[config.mk]
export PLATFORM = sky130hd
export DESIGN_NAME = sha1_byte_stream_hasher
export DESIGN_NICKNAME = d
export VERILOG_FILES = /design/src/rtl/sha1bs_pkg.sv /design/src/rtl/sha1_byte_stream_hasher.sv
export SDC_FILE = /design/constraint.sdc
export NUM_CORES = 2
export LEC_CHECK = 0
export BUFFER_PORTS_ARGS = -buffer_cell sky130_fd_sc_hd__buf_4
export CAP_MARGIN = 10
export CORE_UTILIZATION = 45
export CTS_CLUSTER_DIAMETER = 80
export DETAILED_ROUTE_END_ITERATION = 10
export PLACE_DENSITY = 0.7
export SLEW_MARGIN = 20
export SYNTH_ARGS = -nofsm -noshare
export SYNTH_HDL_FRONTEND = slang
export SYNTH_SLANG_ARGS = --single-unit
[constraint.sdc]
create_clock -name clk -period 24.4 [get_ports clk]
set_clock_uncertainty 0.05 [all_clocks]
set_input_delay 3.66 -clock clk [delete_from_list [all_inputs] [get_ports clk]]
set_output_delay 3.66 -clock clk [all_outputs]
set_load 0.01 [all_outputs]
[src/rtl/sha1bs_pkg.sv]
package sha1bs_pkg;

	localparam int BlkBytes = 64;
	localparam int BlkBits  = 8 * BlkBytes;
	localparam int Rounds   = 80;
	localparam int LenPos   = 56;
	localparam int Words    = 5;
	localparam int MsgBits  = 61;
	localparam int OutBits  = 40;

	localparam logic [7:0] PadMark = 8'h80;

	localparam logic [Words-1:0][31:0] InitVec = {
		32'hC3D2E1F0, 32'h10325476, 32'h98BADCFE, 32'hEFCDAB89, 32'h67452301
	};

	localparam logic [31:0] K0 = 32'h5A827999;
	localparam logic [31:0] K1 = 32'h6ED9EBA1;
	localparam logic [31:0] K2 = 32'h8F1BBCDC;
	localparam logic [31:0] K3 = 32'hCA62C1D6;

	typedef enum logic [4:0] {
		ST_IDLE = 5'b00001,
		ST_RND  = 5'b00010,
		ST_ADD  = 5'b00100,
		ST_PAD  = 5'b01000,
		ST_OUT  = 5'b10000
	} st_t;

	// Round constant for round number rnd (0 to 79).
	function automatic logic [31:0] round_k(input logic [6:0] rnd);
		logic [31:0] k;
		if (rnd < 7'd20) begin
			k = K0;
		end else if (rnd < 7'd40) begin
			k = K1;
		end else if (rnd < 7'd60) begin
			k = K2;
		end else begin
			k = K3;
		end
		return k;
	endfunction

	// Round function: choose, parity, majority, parity.
	function automatic logic [31:0] round_f(input logic [6:0] rnd, input logic [31:0] b,
			input logic [31:0] c, input logic [31:0] d);
		logic [31:0] f;
		if (rnd < 7'd20) begin
			f = (b & c) | (~b & d);
		end else if (rnd < 7'd40) begin
			f = b ^ c ^ d;
		end else if (rnd < 7'd60) begin
			f = (b & c) | (b & d) | (c & d);
		end else begin
			f = b ^ c ^ d;
		end
		return f;
	endfunction

endpackage

[src/rtl/sha1_byte_stream_hasher.sv]
// Streaming SHA-1 hasher.
// Input items arrive on the s_ group. With s_tuser low, an item appends the byte
// in s_tdata to the message. With s_tuser high, the item finishes the message:
// the block pads it, compresses the last block or two and then sends the five
// digest words on the m_ group, most significant word first, with m_tlast on
// the fifth word. After the fifth word is taken, the hash words return to the
// initial vector and the next item starts a new message.
// Flow: an append item is accepted whenever the block is idle, and every 64th
// byte of the padded message starts a compression (80 rounds of one shared
// round unit, then a step that adds the working words into the hash words).
// A finish item feeds 9 to 72 pad bytes, one per cycle while no block
// compresses, which includes one or two block compressions. s_tready is low
// while a block compresses, while padding runs and while the digest goes
// out.
// If the receiver stalls, the current digest word is held on m_tdata and the
// block waits; no item is accepted until all five words have been taken.
// Reset clears the sequencer, the byte position and the length counter and
// loads the initial vector, so the first message may start right after reset.
module sha1_byte_stream_hasher
	import sha1bs_pkg::*;
(
	input  logic               clk,
	input  logic               arst_n,
	input  logic               s_tvalid,
	output logic               s_tready,
	input  logic [7:0]         s_tdata,   // [7:0] data_byte
	input  logic               s_tuser,   // [0] kind: 0 append byte, 1 finish
	output logic               m_tvalid,
	input  logic               m_tready,
	output logic [OutBits-1:0] m_tdata,   // [31:0] digest_word, [34:32] word_index
	output logic               m_tlast
);

	st_t                 state_q;
	logic [5:0]          pos_q;
	logic [MsgBits-1:0]  msg_q;
	logic                pad_q;       // a finish item is being padded
	logic                mark_q;      // the 0x80 byte is still to be placed
	logic                len_run_q;   // length bytes have started
	logic [6:0]          rnd_q;
	logic [2:0]          out_idx_q;
	logic [31:0]         h_q [Words];

	// Block window: 16 words, oldest word of the schedule in the top 32 bits.
	logic [BlkBits-1:0]  blk_q;
	logic [63:0]         len_q;
	logic [31:0]         a_q, b_q, c_q, d_q, e_q;

	logic                in_acc;
	logic                out_acc;
	logic                put_en;
	logic                len_byte;
	logic [7:0]          put_byte;
	logic [31:0]         w_cur;
	logic [31:0]         w_mix;
	logic [31:0]         w_new;
	logic [31:0]         t_sum;

	assign in_acc  = s_tvalid && s_tready;
	assign out_acc = m_tvalid && m_tready;

	assign s_tready = (state_q == ST_IDLE);
	assign m_tvalid = (state_q == ST_OUT);
	assign m_tdata  = {5'd0, out_idx_q, h_q[0]};
	assign m_tlast  = (out_idx_q == 3'(Words - 1));

	// Once the length field has started, every pad byte comes from the length.
	assign len_byte = !mark_q && (len_run_q || (pos_q == 6'(LenPos)));

	always_comb begin
		put_en   = 1'b0;
		put_byte = 8'd0;
		if (state_q == ST_IDLE) begin
			put_en   = in_acc && !s_tuser;
			put_byte = s_tdata;
		end else if (state_q == ST_PAD) begin
			put_en = 1'b1;
			if (mark_q) begin
				put_byte = PadMark;
			end else if (len_byte) begin
				put_byte = len_q[63:56];
			end
		end
	end

	// Shared round unit: the message schedule expands in place in the window.
	assign w_cur = blk_q[BlkBits-1 -: 32];
	assign w_mix = blk_q[32*2 +: 32] ^ blk_q[32*7 +: 32] ^ blk_q[32*13 +: 32] ^ w_cur;
	assign w_new = {w_mix[30:0], w_mix[31]};
	assign t_sum = {a_q[26:0], a_q[31:27]} + round_f(rnd_q, b_q, c_q, d_q) + e_q
		+ round_k(rnd_q) + w_cur;

	always_ff @(posedge clk or negedge arst_n) begin
		if (!arst_n) begin
			state_q   <= ST_IDLE;
			pos_q     <= '0;
			msg_q     <= '0;
			pad_q     <= 1'b0;
			mark_q    <= 1'b0;
			len_run_q <= 1'b0;
			rnd_q     <= '0;
			out_idx_q <= '0;
			for (int i = 0; i < Words; i++) begin
				h_q[i] <= InitVec[i];
			end
		end else begin
			if (state_q == ST_IDLE && in_acc) begin
				if (s_tuser) begin
					pad_q  <= 1'b1;
					mark_q <= 1'b1;
					state_q <= ST_PAD;
				end else begin
					msg_q <= msg_q + MsgBits'(1);
				end
			end
			if (put_en) begin
				pos_q <= pos_q + 6'd1;
				if (state_q == ST_PAD) begin
					if (mark_q) begin
						mark_q <= 1'b0;
					end else if (len_byte) begin
						len_run_q <= 1'b1;
					end
				end
				if (pos_q == 6'(BlkBytes - 1)) begin
					rnd_q   <= '0;
					state_q <= ST_RND;
				end
			end
			if (state_q == ST_RND) begin
				rnd_q <= rnd_q + 7'd1;
				if (rnd_q == 7'(Rounds - 1)) begin
					state_q <= ST_ADD;
				end
			end
			if (state_q == ST_ADD) begin
				h_q[0] <= h_q[0] + a_q;
				h_q[1] <= h_q[1] + b_q;
				h_q[2] <= h_q[2] + c_q;
				h_q[3] <= h_q[3] + d_q;
				h_q[4] <= h_q[4] + e_q;
				if (!pad_q) begin
					state_q <= ST_IDLE;
				end else if (len_run_q) begin
					out_idx_q <= '0;
					state_q   <= ST_OUT;
				end else begin
					state_q <= ST_PAD;
				end
			end
			if (out_acc) begin
				out_idx_q <= out_idx_q + 3'd1;
				if (out_idx_q == 3'(Words - 1)) begin
					for (int i = 0; i < Words; i++) begin
						h_q[i] <= InitVec[i];
					end
					msg_q     <= '0;
					pad_q     <= 1'b0;
					len_run_q <= 1'b0;
					out_idx_q <= '0;
					state_q   <= ST_IDLE;
				end else begin
					for (int i = 0; i < Words - 1; i++) begin
						h_q[i] <= h_q[i+1];
					end
					h_q[Words-1] <= h_q[0];
				end
			end
		end
	end

	// Data path registers: block window, length shifter and working words.
	always_ff @(posedge clk) begin
		if (state_q == ST_IDLE && in_acc && s_tuser) begin
			len_q <= {msg_q, 3'b000};
		end
		if (put_en) begin
			blk_q <= {blk_q[BlkBits-9:0], put_byte};
			if (state_q == ST_PAD && len_byte) begin
				len_q <= {len_q[55:0], 8'd0};
			end
			if (pos_q == 6'(BlkBytes - 1)) begin
				a_q <= h_q[0];
				b_q <= h_q[1];
				c_q <= h_q[2];
				d_q <= h_q[3];
				e_q <= h_q[4];
			end
		end
		if (state_q == ST_RND) begin
			blk_q <= {blk_q[BlkBits-33:0], w_new};
			a_q   <= t_sum;
			b_q   <= a_q;
			c_q   <= {b_q[1:0], b_q[31:2]};
			d_q   <= c_q;
			e_q   <= d_q;
		end
	end

	// The digest only goes out once the padded message ends on a block boundary.
	a_out_aligned: assert property (@(posedge clk) disable iff (!arst_n)
		m_tvalid |-> (pos_q == '0))
		else $error("digest offered while a block is partly filled");

	// Each digest starts with the most significant word.
	a_first_word: assert property (@(posedge clk) disable iff (!arst_n)
		$rose(m_tvalid) |-> (out_idx_q == '0))
		else $error("digest does not start at word zero");

	// Input and output never run together.
	a_one_side: assert property (@(posedge clk) disable iff (!arst_n)
		!(s_tready && m_tvalid))
		else $error("input ready while digest is offered");

	// The round counter stays within one compression.
	a_rnd_range: assert property (@(posedge clk) disable iff (!arst_n)
		(state_q == ST_RND) |-> (rnd_q < 7'(Rounds)))
		else $error("round counter out of range");

endmodule

# Word level (Yosys, flattened, before mapping)
# Index checks and enable logic that the tools add are counted.
[totals]
ff_bits = 981
inputBits = 13
[op_classes]
n_addsub = 13
order_cmp = 3
n_eq_ne = 9
mux = 73
bitwise = 13
reduce_logical = 17
[ops]
columns = ["op", "n"]
rows = [
  ["two-way mux 512 bit", 2],
  ["two-way mux 32 bit", 20],
  ["two-way mux 160 bit", 3],
  ["adder 32 bit", 9],
  ["two-way mux 61 bit", 4],
  ["two-way mux 64 bit", 3],
  ["XOR 32 bit", 5],
  ["bitwise AND 32 bit", 4],
  ["bitwise OR 32 bit", 3],
  ["adder 61 x 1 -> 61 bit (second input constant)", 1],
  ["two-way mux 5 bit", 11],
  ["two-way mux 8 bit", 4],
  ["NOT 32 bit", 1],
  ["two-way mux 31 bit", 1],
  ["two-way mux 7 bit", 3],
  ["two-way mux 1 bit", 17],
  ["two-way mux 3 bit", 5],
  ["less-than comparator 7 x 6 -> 1 bit (second input constant)", 2],
  ["equality test 6 bit (second input constant)", 2],
  ["nonzero test 2 bit", 5],
  ["adder 7 x 1 -> 7 bit (second input constant)", 1],
  ["equality test 7 bit (second input constant)", 1],
  ["logical AND 1 bit", 7],
  ["less-than comparator 7 x 5 -> 1 bit (second input constant)", 1],
  ["other kinds (12)", 13],
]

# Depth between registers and ports, before layout
[depth]
depth_word = 11
ltp_mapped = 25
ltp_nobuf = 22

# Least setup slack after synthesis
# No wires, ideal clock.
[synth_path]
kind = "in2reg"
from = "input port s_tuser"
to = "register blk_q[0] (enable)"
setup_time_ns = 4.925
t_arrival_ns = 15.217
t_required_ns = 19.425
path_slack_ns = 4.209
path_stages = 2
path_cell_list = "nand3b_1 > nand3_1"
[synth_between]
elab_chain_len = 4
[synth_lines]
columns = ["element", "line", "text"]
rows = [
  ["start, declared", "sha1_byte_stream_hasher.sv:27", "input logic s_tuser,"],
  ["zero test 1 bit", "sha1_byte_stream_hasher.sv:74", "put_en = in_acc && !s_tuser;"],
  ["logical AND 1 bit", "sha1_byte_stream_hasher.sv:74", ""],
  ["two-way mux 1 bit", "sha1_byte_stream_hasher.sv:73", "if (state_q == ST_IDLE) begin"],
  ["nonzero test 2 bit (no source line)", "-", ""],
  ["end signal, assigned", "sha1_byte_stream_hasher.sv:178", "blk_q <= {blk_q[BlkBits-9:0], put_byte};"],
  ["end signal, assigned", "sha1_byte_stream_hasher.sv:191", "blk_q <= {blk_q[BlkBits-33:0], w_new};"],
  ["end, declared", "sha1_byte_stream_hasher.sv:45", "logic [BlkBits-1:0] blk_q;"],
]
# No other way between the ends.
# A chain may end at the register's enable or synchronous reset.

# Worst setup path after layout
[layout_path]
from = "input port s_tuser"
to = "register blk_q[172] (enable)"
# The elaborated chain is that of the path after synthesis.

==> impl_metrics.py <==
metrics = {
    "finish": {
        "design_area_sq_um": 61300,
        "drive_above_1_share": 0.0631,
        "n_antenna_cell": 0,
        "final_cell_mix": "nand2_1, edfxtp_1, a21oi_1",
        "synthToLayoutAreaGrowth_pct": 8.83,
        "final_common_cell": "nand2_1",
        "fin_nets": 6331,
    },
    "detailed_routing": {
        "routed_wl_microns": 149000,
        "wl_met1_microns": 65300,
        "dr.pass1.iters": 9,
        "met3_length_microns": 11400,
        "drtAntennaViolNets": 0,
        "routed.top_layer": "met5",
        "via_per_inst": 5.56,
        "drtIter0Drc": 4450,
        "wl_per_cell_microns": 19.3,
        "dr_wl_met2_microns": 68200,
        "dr_total_vias": 42900,
        "drc": 15,
    },
    "die": {
        "start_util": 0.454,
        "io-pin-count": 56,
        "die_w_microns": 356,
        "die_h_microns": 356,
        "rows": 129,
        "dieArea_sq_um": 127000,
        "core_sq_um": 124000,
    },
    "grt": {
        "grt_pass1_vias": 41100,
        "grt_pass1_wl_microns": 234000,
        "grtUsageTotal": 0.235,
        "antenna_found_initial": 1,
        "grt-ovfl-total": 0,
        "grt_max_degree": 234,
    },
    "worst_setup_path": {
        "arrival_ps": 7610,
        "critPathMostFrequentCell": "buf_4",
        "worstSetupStartpointType": "input port",
        "end_kind": "flip-flop",
        "slowest_delay_ps": 960,
        "path_max_fanout": 83,
        "crit_type": "input port to flip-flop",
        "critical_path_required_ps": 24670,
        "cp_slowest_cell": "buf_4",
        "crit_chain": "buf_4 -> nand3b_1 -> nand3_4 -> buf_4 -> buf_4 -> buf_4",
    },
    "cts": {
        "insertion_delay_ps": 720,
        "cts_resized": 0,
        "cts_sinks": 981,
        "clk_pin_slew_worst_paths_ps": 60,
        "cts_tree": "yes",
        "ctsHoldBuffers": 0,
        "cts-buffers-inserted": 103,
        "htree_levels": 3,
        "root_buffer": "clkbuf_16",
        "clk_path_buf_depth": 3,
        "post_cts_buffers": 0,
    },
    "sta": {
        "setup_slack_ps": 17060,
        "finalCritPeriodShare": 0.301,
        "setup_viol": 0,
        "finalMaxSlewViolations": 0,
        "tns_ps": 0,
        "hold_viol": 0,
        "rsz0062_at_grt": "no",
        "relSlewSlack": 0.220,
        "tightest_slew_ps": 1170,
        "period_needed_ps": 7340,
        "fmax_mhz": 136,
    },
    "power": {
        "cellPowerDensity_nw_per_um2": 55.2,
        "p_leak_nw": 23.9,
        "seqPwrFrac": 0.521,
        "power_frac_comb": 0.003,
        "clkPwrFrac": 0.476,
        "swShare": 0.209,
        "power_switching_uw": 708,
        "vdd_drop_max_uv": 62.0,
        "power.internal_mw": 2.67,
    },
    "synth": {
        "synth_edf_count": 672,
        "ys_async_sr_fraction": 0.250,
        "syn_inst": 6123,
        "synth_area_sq_um": 56300,
        "syn_avg_cell_area_sq_um": 9.19,
        "yosys_register_bits": 981,
        "yosysUniqueCellTypes": 86,
        "yosysWarnings": 0,
        "synth-seq-area-share": 0.492,
        "synth_ff_type": "edfxtp_1",
    },
    "place": {
        "place_ws_ps": 16280,
        "dpl_cell_area_sq_um": 57800,
        "dp_hpwl_microns": 102000,
        "port-buffer-count": 50,
        "gp_congestion": 0.981,
    },
    "min_path": {
        "hold_path.class": "flip-flop to flip-flop",
    },
    "run_status": {
        "violations": "DRC",
        "status": "finished, violations left",
    },
    "run": {
        "maxCapViolations": 0,
    },
}
-- cell usage after synthesis (all sizes together) (10+ instances only) --
cell type,count,area [sq um]
o21ai,332,1660
dfstp,81,2130
and3,27,169
o21a,23,173
o211ai,17,128
inv,249,935
mux2i,82,821
and2,13,81.3
a21oi,354,1770
buf,48,330
a211oi,40,315
xor2,116,1020
fa,125,2500
nor2b,27,169
nand3,92,460
a31oi,38,238
a21o,82,616
nand2,2082,7820
dfrtp,164,4100
o21bai,26,195
or3,26,168
dfxtp,64,1280
and4,10,87.6
nand4,29,188
nand2b,27,169
nor3,105,541
xnor2,185,1620
o22ai,33,206
a31o,10,87.6
ha,199,2490
a221o,16,160
edfxtp,672,20200
mux2,11,124
clkbuf,284,1070
nor2,292,1100
-- power by group through the flow --
stage,clock (mW),combinational (mW),sequential (mW)
6_report,1.61,0.0111,1.76
5_1_grt,1.69,0.0129,1.76
4_1_cts,1.63,0.0118,1.76
3_5_place_dp,0,0.0118,1.80
3_3_place_gp,0,0.0116,1.80
2_1_floorplan,0,0.00101,1.80
-- worst paths after layout --
path / from / end / slack, ps / depth (start not counted)
setup / recovery: s_tuser / blk_q[172] / 17060 / 6
hold / removal: len_q[21] / len_q[29] / 400 / 2
setup reg to reg: rnd_q[3] / a_q[31] / 17280 / 23
hold reg to reg: len_q[21] / len_q[29] / 400 / 2
max in group asynchronous: arst_n / h_q[94] / 20070 / 2
min in group asynchronous: arst_n / h_q[101] / 2960 / 1
-- layer usage --
metal	vias to the layer above	track usage
met3	238	0.0412
met4	2	0.0690
met5	-	0
li1	20500	-
met2	1470	0.370
met1	20700	0.331
-- through the flow --
step	total power [mW]	utilization	std cells	hold WS, ps
floorplan	1.80	-	6127	367
global placement	1.81	0.466	7526	383
detailed placement	1.81	0.466	7526	392
CTS	3.41	0.494	7721	409
global route	3.47	0.494	7721	416
finish	3.38	0.494	7721	403
-- cell type report --
type,instances,area [sq um]
timing repair buffer,94,779
sequential,981,27700
fill,11400,62700
tap,1637,2050
inverter,251,947
multi-input combinational,4563,26400
clock inverter,57,637
clock buffer,138,2810
-- worst max-delay path, delay by kind of cell --
family	cells	cell delay [ps]
AND/OR/NAND/NOR	2	970
buffers and inverters	4	2840
-- sequential cells by signal (all words and copies together) (netlist names) --
register   cells
a_q           32
b_q           32
blk_q        512
c_q           32
d_q           32
e_q           32
h_q          128
len_q         64
len_run_q      1
m_tdata       32
mark_q         1
msg_q         61
out_idx_q      3
pad_q          1
pos_q          6
rnd_q          7
state_q        5
-- kinds of logic after synthesis --
kind of cell,count (synthesis),synth area share
compound gates,1072,0.115
xor+xnor,301,0.0468
fa+ha+maj,324,0.0887
buf+inv,583,0.0415
flops,981,0.492
mux,93,0.0168
other cells,1,0.0000666
simple gates,2768,0.200
Note: power is estimated with default switching activity, not from simulation.
